## src/rtl/core/bffa_pkg.sv

```systemverilog
// package for the bitmap first-free allocator: field widths, codes, shared types
// depends on nothing; used by the interfaces and every module of the block
package bffa_pkg;

   localparam int MAX_ENTRIES_DEF = 1024;
   localparam int NUM_W           = 11;
   localparam int STATUS_W        = 2;
   localparam int WORD_W          = 32;
   localparam int BIT_W           = 5;

   localparam logic [NUM_W-1:0] LIMIT_RESET = 11'd1024;

   localparam logic CMD_ALLOC = 1'b0;
   localparam logic CMD_FREE  = 1'b1;

   localparam logic [STATUS_W-1:0] STAT_OK   = 2'd0;
   localparam logic [STATUS_W-1:0] STAT_FULL = 2'd1;
   localparam logic [STATUS_W-1:0] STAT_BAD  = 2'd2;

   // what the word scanner reports for one bitmap word
   typedef struct packed {
      logic             found;
      logic [BIT_W-1:0] pos;
      logic             last;
   } scan_result_type;

endpackage

```

## src/rtl/core/bffa_if.sv

```systemverilog
// channel interfaces of the bitmap first-free allocator: request, response, csr write
// depends on bffa_pkg for the field widths
interface bffa_req_if;
   logic                          valid;
   logic                          ready;
   logic                          cmd;
   logic [bffa_pkg::NUM_W-1:0]    entry_number;

   modport source (output valid, output cmd, output entry_number, input ready);
   modport sink   (input valid, input cmd, input entry_number, output ready);
endinterface

interface bffa_rsp_if;
   logic                          valid;
   logic                          ready;
   logic [bffa_pkg::NUM_W-1:0]    allocated_number;
   logic [bffa_pkg::STATUS_W-1:0] status;
   logic [bffa_pkg::NUM_W-1:0]    free_count;

   modport source (output valid, output allocated_number, output status,
                   output free_count, input ready);
   modport sink   (input valid, input allocated_number, input status,
                   input free_count, output ready);
endinterface

interface bffa_csr_if;
   logic                          valid;
   logic                          ready;
   logic [bffa_pkg::NUM_W-1:0]    data;

   modport source (output valid, output data, input ready);
   modport sink   (input valid, input data, output ready);
endinterface

```

## src/rtl/core/bitmap_first_free_allocator.sv

```systemverilog
// First-fit bitmap allocator. After reset the block first zeroes its bitmap memory, one
// 32-bit word per cycle, and takes no request until that pass is done; csr writes are
// taken at any time. Unless the limit is zero, an allocate reads the bitmap one word per
// cycle from word 0 and checks each with a priority encoder, reading at most
// ceil(limit/32) words; a free reads and rewrites one word. The one-port-pair bitmap
// memory serves one request at a time. A finished result waits in the output register;
// the next request is taken once the previous result has been loaded there.
// Depends on bffa_pkg, bffa_if, bffa_map_ram and bffa_word_scan.
module bitmap_first_free_allocator #(
   parameter int MAX_ENTRIES = bffa_pkg::MAX_ENTRIES_DEF
) (
   input  logic              clock,
   input  logic              reset,
   bffa_req_if.sink          req_bus,
   bffa_rsp_if.source        rsp_bus,
   bffa_csr_if.sink          csr_bus
);

   localparam int MAP_WORDS = (MAX_ENTRIES + 31) / 32;
   localparam int AW        = (MAP_WORDS > 1) ? $clog2(MAP_WORDS) : 1;
   localparam int CNT_W     = $clog2(MAX_ENTRIES + 1);
   localparam int W         = (CNT_W > bffa_pkg::NUM_W) ? CNT_W : bffa_pkg::NUM_W;

   localparam logic [1:0] ST_CLEAR = 2'd0;
   localparam logic [1:0] ST_IDLE  = 2'd1;
   localparam logic [1:0] ST_CHECK = 2'd2;
   localparam logic [1:0] ST_RESP  = 2'd3;

   logic [1:0]                      state_ff, state_in;
   logic [AW-1:0]                   clr_ff, clr_in;
   logic [AW-1:0]                   word_ff, word_in;
   logic                            cmd_ff, cmd_in;
   logic [bffa_pkg::NUM_W-1:0]      num_ff, num_in;
   logic [W-1:0]                    total_ff, total_in;
   logic [bffa_pkg::NUM_W-1:0]      limit_ff, limit_in;
   logic [bffa_pkg::NUM_W-1:0]      got_ff, got_in;
   logic [bffa_pkg::STATUS_W-1:0]   stat_ff, stat_in;
   logic                            rsp_valid_ff, rsp_valid_in;
   logic [bffa_pkg::NUM_W-1:0]      rsp_num_ff, rsp_num_in;
   logic [bffa_pkg::STATUS_W-1:0]   rsp_stat_ff, rsp_stat_in;
   logic [bffa_pkg::NUM_W-1:0]      rsp_free_ff, rsp_free_in;

   logic [W-1:0]                    lim;
   logic [W-1:0]                    base;
   logic [W-1:0]                    rem;
   logic [W-1:0]                    got_w;
   logic [W-1:0]                    req_idx;
   logic [W-1:0]                    free_idx;
   logic [W-1:0]                    free_left;
   logic                            req_take;
   logic                            rsp_slot_free;
   logic                            free_bad;
   logic [bffa_pkg::WORD_W-1:0]     bit_sel;

   logic                            wr_en;
   logic [AW-1:0]                   wr_addr;
   logic [bffa_pkg::WORD_W-1:0]     wr_data;
   logic [AW-1:0]                   rd_addr;
   logic [bffa_pkg::WORD_W-1:0]     rd_data;
   bffa_pkg::scan_result_type       scan;

   bffa_map_ram #(
      .DEPTH (MAP_WORDS),
      .AW    (AW)
   ) u_map_ram (
      .clock   (clock),
      .wr_en   (wr_en),
      .wr_addr (wr_addr),
      .wr_data (wr_data),
      .rd_addr (rd_addr),
      .rd_data (rd_data)
   );

   bffa_word_scan #(
      .W (W)
   ) u_word_scan (
      .word   (rd_data),
      .rem    (rem),
      .result (scan)
   );

   // effective limit: csr value clamped to capacity
   always_comb begin
      if (W'(limit_ff) > W'(MAX_ENTRIES)) begin
         lim = W'(MAX_ENTRIES);
      end else begin
         lim = W'(limit_ff);
      end
   end

   assign req_take      = req_bus.valid && (state_ff == ST_IDLE);
   assign rsp_slot_free = !rsp_valid_ff || rsp_bus.ready;

   assign base     = W'(word_ff) << bffa_pkg::BIT_W;
   assign rem      = lim - base;
   assign got_w    = base + W'(scan.pos) + W'(1);
   assign req_idx  = W'(req_bus.entry_number) - W'(1);
   assign free_idx = W'(num_ff) - W'(1);
   assign bit_sel  = 32'(1) << free_idx[bffa_pkg::BIT_W-1:0];
   assign free_bad = (num_ff == '0) || (W'(num_ff) > lim) || ((rd_data & bit_sel) == '0);
   assign free_left = (lim > total_ff) ? (lim - total_ff) : '0;

   always_comb begin
      case (state_ff)
         ST_IDLE: begin
            if (req_bus.cmd == bffa_pkg::CMD_ALLOC) begin
               rd_addr = '0;
            end else begin
               rd_addr = req_idx[AW+bffa_pkg::BIT_W-1:bffa_pkg::BIT_W];
            end
         end
         ST_CHECK: rd_addr = word_ff + AW'(1);
         default:  rd_addr = '0;
      endcase
   end

   always_comb begin
      state_in     = state_ff;
      clr_in       = clr_ff;
      word_in      = word_ff;
      cmd_in       = cmd_ff;
      num_in       = num_ff;
      total_in     = total_ff;
      got_in       = got_ff;
      stat_in      = stat_ff;
      rsp_valid_in = rsp_valid_ff;
      rsp_num_in   = rsp_num_ff;
      rsp_stat_in  = rsp_stat_ff;
      rsp_free_in  = rsp_free_ff;
      wr_en        = 1'b0;
      wr_addr      = word_ff;
      wr_data      = rd_data;

      if (rsp_valid_ff && rsp_bus.ready) begin
         rsp_valid_in = 1'b0;
      end

      case (state_ff)
         ST_CLEAR: begin
            wr_en   = 1'b1;
            wr_addr = clr_ff;
            wr_data = '0;
            clr_in  = clr_ff + AW'(1);
            if (clr_ff == AW'(MAP_WORDS - 1)) begin
               state_in = ST_IDLE;
            end
         end
         ST_IDLE: begin
            if (req_take) begin
               cmd_in  = req_bus.cmd;
               num_in  = req_bus.entry_number;
               word_in = rd_addr;
               got_in  = '0;
               if ((req_bus.cmd == bffa_pkg::CMD_ALLOC) && (lim == '0)) begin
                  stat_in  = bffa_pkg::STAT_FULL;
                  state_in = ST_RESP;
               end else begin
                  state_in = ST_CHECK;
               end
            end
         end
         ST_CHECK: begin
            if (cmd_ff == bffa_pkg::CMD_ALLOC) begin
               if (scan.found) begin
                  wr_en    = 1'b1;
                  wr_data  = rd_data | (32'(1) << scan.pos);
                  total_in = total_ff + W'(1);
                  got_in   = got_w[bffa_pkg::NUM_W-1:0];
                  stat_in  = bffa_pkg::STAT_OK;
                  state_in = ST_RESP;
               end else if (scan.last) begin
                  stat_in  = bffa_pkg::STAT_FULL;
                  state_in = ST_RESP;
               end else begin
                  // next word was already addressed this cycle
                  word_in = word_ff + AW'(1);
               end
            end else begin
               if (free_bad) begin
                  stat_in = bffa_pkg::STAT_BAD;
               end else begin
                  wr_en   = 1'b1;
                  wr_data = rd_data & ~bit_sel;
                  stat_in = bffa_pkg::STAT_OK;
                  if (total_ff != '0) begin
                     total_in = total_ff - W'(1);
                  end
               end
               state_in = ST_RESP;
            end
         end
         ST_RESP: begin
            if (rsp_slot_free) begin
               rsp_valid_in = 1'b1;
               rsp_num_in   = got_ff;
               rsp_stat_in  = stat_ff;
               rsp_free_in  = free_left[bffa_pkg::NUM_W-1:0];
               state_in     = ST_IDLE;
            end
         end
         default: begin
            state_in = ST_CLEAR;
         end
      endcase
   end

   always_comb begin
      limit_in = limit_ff;
      if (csr_bus.valid) begin
         limit_in = csr_bus.data;
      end
   end

   always_ff @(posedge clock) begin
      if (reset) begin
         state_ff     <= ST_CLEAR;
         clr_ff       <= '0;
         total_ff     <= '0;
         limit_ff     <= bffa_pkg::LIMIT_RESET;
         rsp_valid_ff <= 1'b0;
      end else begin
         state_ff     <= state_in;
         clr_ff       <= clr_in;
         total_ff     <= total_in;
         limit_ff     <= limit_in;
         rsp_valid_ff <= rsp_valid_in;
      end
   end

   always_ff @(posedge clock) begin
      word_ff     <= word_in;
      cmd_ff      <= cmd_in;
      num_ff      <= num_in;
      got_ff      <= got_in;
      stat_ff     <= stat_in;
      rsp_num_ff  <= rsp_num_in;
      rsp_stat_ff <= rsp_stat_in;
      rsp_free_ff <= rsp_free_in;
   end

   assign req_bus.ready            = (state_ff == ST_IDLE);
   assign csr_bus.ready            = 1'b1;
   assign rsp_bus.valid            = rsp_valid_ff;
   assign rsp_bus.allocated_number = rsp_num_ff;
   assign rsp_bus.status           = rsp_stat_ff;
   assign rsp_bus.free_count       = rsp_free_ff;

endmodule

```

## src/rtl/core/bffa_map_ram.sv

```systemverilog
// bitmap storage: one write port, one read port with registered read data
// depends on bffa_pkg for the word width
module bffa_map_ram #(
   parameter int DEPTH = 32,
   parameter int AW    = 5
) (
   input  logic                        clock,
   input  logic                        wr_en,
   input  logic [AW-1:0]               wr_addr,
   input  logic [bffa_pkg::WORD_W-1:0] wr_data,
   input  logic [AW-1:0]               rd_addr,
   output logic [bffa_pkg::WORD_W-1:0] rd_data
);

   logic [bffa_pkg::WORD_W-1:0] mem [DEPTH];
   logic [bffa_pkg::WORD_W-1:0] rd_data_ff;

   always_ff @(posedge clock) begin
      if (wr_en) begin
         mem[wr_addr] <= wr_data;
      end
   end

   always_ff @(posedge clock) begin
      rd_data_ff <= mem[rd_addr];
   end

   assign rd_data = rd_data_ff;

endmodule

```

## src/rtl/core/bffa_word_scan.sv

```systemverilog
// finds the lowest clear bit of one bitmap word below the entry limit
// depends on bffa_pkg for the word width and the scan result struct
module bffa_word_scan #(
   parameter int W = 11
) (
   input  logic [bffa_pkg::WORD_W-1:0] word,
   input  logic [W-1:0]                rem,
   output bffa_pkg::scan_result_type   result
);

   logic [bffa_pkg::WORD_W-1:0] mask;
   logic [bffa_pkg::WORD_W-1:0] cand;
   logic [bffa_pkg::BIT_W-1:0]  pos;

   // rem is the number of entries left from this word's first bit up to the limit
   always_comb begin
      if (rem >= W'(bffa_pkg::WORD_W)) begin
         mask = '1;
      end else begin
         mask = (32'(1) << rem[bffa_pkg::BIT_W-1:0]) - 32'(1);
      end
   end

   assign cand = ~word & mask;

   always_comb begin
      pos = '0;
      for (int j = bffa_pkg::WORD_W-1; j >= 0; j--) begin
         if (cand[j]) begin
            pos = bffa_pkg::BIT_W'(j);
         end
      end
   end

   assign result.found = |cand;
   assign result.pos   = pos;
   assign result.last  = (rem <= W'(bffa_pkg::WORD_W));

endmodule
```

## src/flat_wrapper.sv

```systemverilog
// flat-port wrapper written by rule: the top's interface ports become plain ports
module bitmap_first_free_allocator_flat 
#(
   parameter int MAX_ENTRIES = bffa_pkg::MAX_ENTRIES_DEF
)
  (clock, reset, req_bus_valid, req_bus_cmd, req_bus_entry_number, req_bus_ready, rsp_bus_valid, rsp_bus_allocated_number, rsp_bus_status, rsp_bus_free_count, rsp_bus_ready, csr_bus_valid, csr_bus_data, csr_bus_ready);
  bffa_req_if req_bus_i ();
  bffa_rsp_if rsp_bus_i ();
  bffa_csr_if csr_bus_i ();
  input  logic clock;
  input  logic reset;
  input wire logic [$bits(req_bus_i.valid)-1:0] req_bus_valid;
  input wire logic [$bits(req_bus_i.cmd)-1:0] req_bus_cmd;
  input wire logic [$bits(req_bus_i.entry_number)-1:0] req_bus_entry_number;
  output wire logic [$bits(req_bus_i.ready)-1:0] req_bus_ready;
  output wire logic [$bits(rsp_bus_i.valid)-1:0] rsp_bus_valid;
  output wire logic [$bits(rsp_bus_i.allocated_number)-1:0] rsp_bus_allocated_number;
  output wire logic [$bits(rsp_bus_i.status)-1:0] rsp_bus_status;
  output wire logic [$bits(rsp_bus_i.free_count)-1:0] rsp_bus_free_count;
  input wire logic [$bits(rsp_bus_i.ready)-1:0] rsp_bus_ready;
  input wire logic [$bits(csr_bus_i.valid)-1:0] csr_bus_valid;
  input wire logic [$bits(csr_bus_i.data)-1:0] csr_bus_data;
  output wire logic [$bits(csr_bus_i.ready)-1:0] csr_bus_ready;
  assign req_bus_i.valid = req_bus_valid;
  assign req_bus_i.cmd = req_bus_cmd;
  assign req_bus_i.entry_number = req_bus_entry_number;
  assign req_bus_ready = req_bus_i.ready;
  assign rsp_bus_valid = rsp_bus_i.valid;
  assign rsp_bus_allocated_number = rsp_bus_i.allocated_number;
  assign rsp_bus_status = rsp_bus_i.status;
  assign rsp_bus_free_count = rsp_bus_i.free_count;
  assign rsp_bus_i.ready = rsp_bus_ready;
  assign csr_bus_i.valid = csr_bus_valid;
  assign csr_bus_i.data = csr_bus_data;
  assign csr_bus_ready = csr_bus_i.ready;
  bitmap_first_free_allocator #(.MAX_ENTRIES(MAX_ENTRIES)) u_core (.clock(clock), .reset(reset), .req_bus(req_bus_i), .rsp_bus(rsp_bus_i), .csr_bus(csr_bus_i));
endmodule
```

## config.mk

```make
export PLATFORM = sky130hd
export DESIGN_NAME = bitmap_first_free_allocator_flat
export DESIGN_NICKNAME = d
export VERILOG_FILES = /design/src/rtl/core/bffa_pkg.sv /design/src/rtl/core/bffa_if.sv /design/src/rtl/core/bitmap_first_free_allocator.sv /design/src/rtl/core/bffa_map_ram.sv /design/src/rtl/core/bffa_word_scan.sv /design/src/flat_wrapper.sv
export SDC_FILE = /design/constraint.sdc
export NUM_CORES = 1
export LEC_CHECK = 0
export BUFFER_PORTS_ARGS = -buffer_cell sky130_fd_sc_hd__buf_2
export CAP_MARGIN = 20
export CORE_MARGIN = 4
export CORE_UTILIZATION = 50
export CTS_BUF_LIST = sky130_fd_sc_hd__clkbuf_2 sky130_fd_sc_hd__clkbuf_4 sky130_fd_sc_hd__clkbuf_8
export CTS_CLUSTER_DIAMETER = 30
export DETAILED_ROUTE_END_ITERATION = 7
export PLACE_DENSITY = 0.65
export SYNTH_ARGS = -nofsm -noshare
export SYNTH_HDL_FRONTEND = slang
export SYNTH_HIERARCHICAL = 1
export SYNTH_SLANG_ARGS = --single-unit
```

## constraint.sdc

```tcl
create_clock -name clock -period 8.4 [get_ports clock]
set_input_delay 0 -clock clock [delete_from_list [all_inputs] [get_ports clock]]
set_output_delay 0 -clock clock [all_outputs]
set_load 0.03 [all_outputs]
```

==> Word level (Yosys, flattened, before mapping) <==
Memories as Yosys holds them, arrays and structs flattened. A register that Yosys moved wholly into a read port is not among the register bits.
Cells that the tools add are included.
{ "totals": {"ram_bits": 1024, "elab_cells": 155, "memories": 1, "out_inout_bits": 27, "register_bits": 84} }
{ "memory_table": {"columns": ["memory", "words", "width", "read_ports", "rd_ports_with_merged_regs", "write_ports", "line_no", "source"], "rows": [
  ["u_core.u_map_ram.mem", 32, 32, 1, 1, 1, "bffa_map_ram.sv:15", "logic [bffa_pkg::WORD_W-1:0] mem [DEPTH];"]
]} }
{ "op_classes": {"add_sub_neg": 11, "reduce_logical": 22, "eq_ne": 15, "muxes": 78, "magnitude_cmp": 5, "bitwise_logic": 7, "shift": 3} }
{ "ops": {"columns": ["cell", "n"], "rows": [
  ["$mux W5", 38],
  ["$mux W32", 4],
  ["$and A32 B32 Y32", 3],
  ["$shl A1 B5 Y32 const A", 3],
  ["$mux W11", 8],
  ["$not A32 Y32", 2],
  ["$pmux W32 S2", 1],
  ["$logic_not A32 Y1", 1],
  ["$or A32 B32 Y32", 1],
  ["$reduce_or A32 Y1", 1],
  ["$sub A32 B2 Y32 const B", 1],
  ["$mux W2", 12],
  ["$add A11 B1 Y11 const B", 2],
  ["$gt A11 B11 Y1", 2],
  ["$logic_not A11 Y1", 2],
  ["$pmux W11 S2", 1],
  ["$pmux W5 S2", 2],
  ["$reduce_and A4 Y1", 4],
  ["$add A10 B5 Y11", 1],
  ["$ge A11 B6 Y1 const B", 1],
  ["$gt A11 B11 Y1 const B", 1],
  ["$le A11 B6 Y1 const B", 1],
  ["$reduce_bool A11 Y1", 1],
  ["$sub A11 B1 Y11 const B", 1],
  ["other kinds (23)", 47]
]} }

==> Depth between registers and ports, before layout <==
{ "logic_depth": {"word_depth": 44, "mapped_depth": 27, "ltp_nobuf": 25} }

==> Hierarchy <==
Netlist, hierarchy kept.
{ "by_module_without_submodules": {"columns": ["module", "area_per_inst_um2", "cells_per_inst", "instances"], "rows": [
  ["bffa_map_ram", 40492.6, 2260, 1],
  ["bitmap_first_free_allocator", 6533.8, 744, 1],
  ["bffa_word_scan", 1282.5, 201, 1]
]} }

==> Worst setup path before layout <==
Ideal clock, no wire load.
{ "synth_path": {"kind": "register to register", "startpoint": "register u_core/limit_ff[10] (netlist bit)", "endpoint": "memory u_core/u_map_ram/mem[28][0] (netlist bit) (enable)", "setup_ns": 0.421, "setup_slack_ns": 1.842, "required_time_ns": 7.979, "path_stages_with_launch": 26, "period_less_slack_ns": 6.558, "n_path_buf": 6, "arrival_ns": 6.137, "path_cell_list": "dfxtp_1 -> inv_1 -> clkbuf_1 -> nand2_1 -> inv_1 -> buf_2 -> buf_2 -> buf_1 -> nor3_1 -> nand2_1 -> ha_1 -> clkbuf_1 -> inv_1 -> or4_1 -> a41oi_1 -> nor2_1 -> and4_1 -> and3_1 -> nand2b_1 -> nor2_1 -> nor2_2 -> o221ai_2 -> or2b_1 -> or3b_2 -> clkbuf_1 -> nor2_1"} }
{ "synth_rtl": {"columns": ["element", "line_no", "source"], "rows": [
  ["start: declaration", "bitmap_first_free_allocator.sv:35", "logic [bffa_pkg::NUM_W-1:0] limit_ff, limit_in;"],
  ["start signal: assignment", "bitmap_first_free_allocator.sv:219", "limit_ff <= bffa_pkg::LIMIT_RESET;"],
  ["start signal: assignment", "bitmap_first_free_allocator.sv:225", "limit_ff <= limit_in;"],
  ["end: declaration", "bffa_map_ram.sv:15", null]
]} }

==> flow_summary.yaml <==
clocking:
  clock_path_buffers: 3
  cts_root_buffer: "clkbuf_8"
  cts_resized: 0
  htreeDepth: 4
  cts_tree: "yes"
  cts_setup_buffers: 0
  cts_buffers: 224
  clk_latency_ns: 0.90
  clkTransAtPathRegs_ns: 0.05
  ctsHoldBuffers: 73
  clock-sinks: 1140
place:
  numPortBuffers: 53
  gp_congestion: 0.906
  place_hpwl_mm: 78.0
setup_path:
  crit_required_ns: 8.96
  path_cells: "inv_1 -> nand2_1 -> inv_1 -> buf_4 -> or2_1 -> nor3_1 -> nand2_1 -> ha_1 -> inv_1 -> or4_1 -> a41oi_1 -> nor2_1 -> and4_1 -> and3_1 -> nand2b_1 -> nor2_1 -> nor2_2 -> o221ai_2 -> or2b_1 -> or3b_2 -> nor2_4 -> buf_4"
  slowest_delay_ns: 0.73
  worst-endpoint-arrival_ns: 7.69
  path_class: "reg -> reg"
  cp_max_fo: 24
  cpMaxStageDelayCell: "or3b_2"
  crit_family: "simple AND/OR/NAND/NOR gates"
  path_buf_inv: 5
  cp-end-kind: "register"
  cp-start-kind: "register"
  crit_top_cell: "inv_1"
logic_synthesis:
  async_reset_ff_share_pct: 0
  syn_inst: 3205
  yosysWarningCount: 6
  yosys-top-cells-count: "edfxtp_1 (1078), mux2i_1 (533), a21oi_1 (178)"
  ys_types: 96
  synth_top_area_share_pct: 67.0
  post-synth-top-area-cell: "edfxtp_1"
  post-synth-top-count-cell: "edfxtp_1"
  yosysSeqAreaShare_pct: 69.6
  synth.area.top_cells: "edfxtp_1 (67%), mux2i_1 (11%), dfxtp_1 (2.6%), a21oi_1 (1.8%), a22oi_1 (1.5%)"
  synth-edff-count: 1078
  ys_seq_elements: 1140
  syn_area_per_cell_sq_um: 15.1
  synth_nets: 3286
  synth_area_sq_mm: 0.0483
  yosys_most_used_dff: "edfxtp_1"
global_routing:
  grt_max_degree: 129
  globalRouteTotalUtil_pct: 24.5
  antenna_found_initial: 4
  grt_remaining_overflow: 0
  grt_pass1_vias: 29900
  grt_pass1_wl_mm: 189
final_layout:
  n_fill_cell: 7305
  multiInputGateArea_sq_mm: 0.0140
  fin_nets: 3555
  regArea_sq_mm: 0.0336
  syn_to_final_growth_pct: 16.3
  drive_gt1_share_pct: 17.5
sta:
  tns_ns: 0
  max_freq_mhz: 140
  final-hold-violation-count: 0
  skew_ns: 0.0659
  final-setup-viol-count: 0
  worstMarginPinSlew_ns: 1.17
  relSlewSlack_pct: 21.4
  rsz0062_at_grt: "no"
  whs_ns: 0.177
  fin_crit_ns: 7.13
  final_max_slew_viol_count: 0
  finalCritPeriodShare_pct: 84.9
route:
  viasPerCell: 6.00
  first_pass_iters: 6
  drt_wl_total_mm: 127
  detail_route.wl_per_cell_um: 25.7
  vias: 29600
  drtIter0Drc: 3202
  drc: 0
  postRouteAntennaNets: 0
die:
  core_area_sq_mm: 0.0954
  io_pins: 55
  die_area_sq_mm: 0.102
  initial_core_util_pct: 50.6
  die_h_um: 319
  floorplan.rows: 113
  fp.dieW_um: 319
outcome:
  outcome: "completed"
power:
  pwr_density_cell_mw_per_mm2: 236
  leakage_nw: 16.8
  ir_worst_vdd_uv: 197
run:
  max_cap_viol_count: 0
min_path:
  hold_class: "in -> reg"
==> report_power, final <==
part	leakage (nW)	switching (mW)	internal, mW	total (mW)
Clock	2.49	2.48	3.48	5.96
Sequential	9.14	0.171	6.36	6.53
Combinational	5.14	0.547	0.251	0.798
Total	16.8	3.20	10.1	13.3
==> final cells by class <==
class                   instances  area share, %
well taps                    1265           2.82
multi-input cells            1822           24.9
flip-flops and latches       1140           59.8
clock buffers                 273           6.18
inverters                      62          0.414
clock inverters               150           2.64
diodes                          2        0.00890
repair buffers                224           3.26
==> cell families after synthesis <==
kind of cell	count (synthesis)	share of synthesized area, %
buffers and inverters	243	2.65
and+or+nand+nor	613	6.35
adders and majority gates	53	1.42
xor gates and xnor gates	34	0.616
muxes	536	11.1
AOI/OAI and AO/OA	585	8.27
other	1	0.00776
DFF	1140	69.6
==> worst paths after layout <==
check | start | endpoint | slack, ns | cells past startpoint
max | u_core/limit_ff[10]$_SDFFE_PP1P_ | u_core/u_map_ram/mem[20][6]$_DFFE_PP_ | 1.27 | 22
min | csr_bus_valid | u_core/limit_ff[10]$_SDFFE_PP1P_ | 0.18 | 3
max reg2reg | u_core/limit_ff[10]$_SDFFE_PP1P_ | u_core/u_map_ram/mem[20][6]$_DFFE_PP_ | 1.27 | 22
min reg2reg | u_core/got_ff[4]$_SDFFCE_PN0P_ | u_core/rsp_bus.allocated_number[4]$_DFFE_PP_ | 0.43 | 0
==> routing by layer <==
layer  track usage [%]  wire length, um  vias up
met4              8.68             3880        2
li1                  -                -    13100
met2              40.2            61100     1270
met3              4.53             9430      262
met5                 0               13        -
met1              33.0            52400    15000
==> layout by cell type, fill, tap and decap left out, types with 62 or more instances in the layout <==
cell	n
a21oi_1	174
a22o_1	65
dlygate4sd3_1	73
clkbuf_8	228
nor2_1	75
mux2i_1	533
nand2_1	166
nand3_1	114
nor3_1	65
edfxtp_1	1078
a22oi_1	97
buf_4	90
dfxtp_1	62
==> sequential cells by signal, indices dropped and copies added (netlist names) <==
register	count
u_core/clr_ff	5
u_core/cmd_ff	1
u_core/got_ff	11
u_core/limit_ff	11
u_core/num_ff	11
u_core/rsp_bus.allocated_number	11
u_core/rsp_bus.free_count	11
u_core/rsp_bus.status	2
u_core/rsp_bus.valid	1
u_core/stat_ff	2
u_core/state_ff	2
u_core/total_ff	11
u_core/u_map_ram/mem	1024
u_core/u_map_ram/rd_data	32
u_core/word_ff	5
==> through the flow <==
step           utilization, %  cell area [sq um]  std cells  setup slack, ns  total power, mW
2_1_floorplan               -              48300       3205             1.84             6.98
3_3_place_gp             52.9              50500       4440             1.49             7.38
3_5_place_dp             52.9              50500       4440             1.41             7.39
4_1_cts                  58.9              56200       4936             1.36             13.4
5_1_grt                  58.9              56200       4937            0.953             13.8
6_report                 58.9              56200       4938             1.27             13.3
==> worst min-delay path, stage by stage <==
cell           delay [ns]
buf_2                0.23
o211ai_1             0.21
dlygate4sd3_1        0.54
No activity file was read; power rests on OpenSTA's default activity.
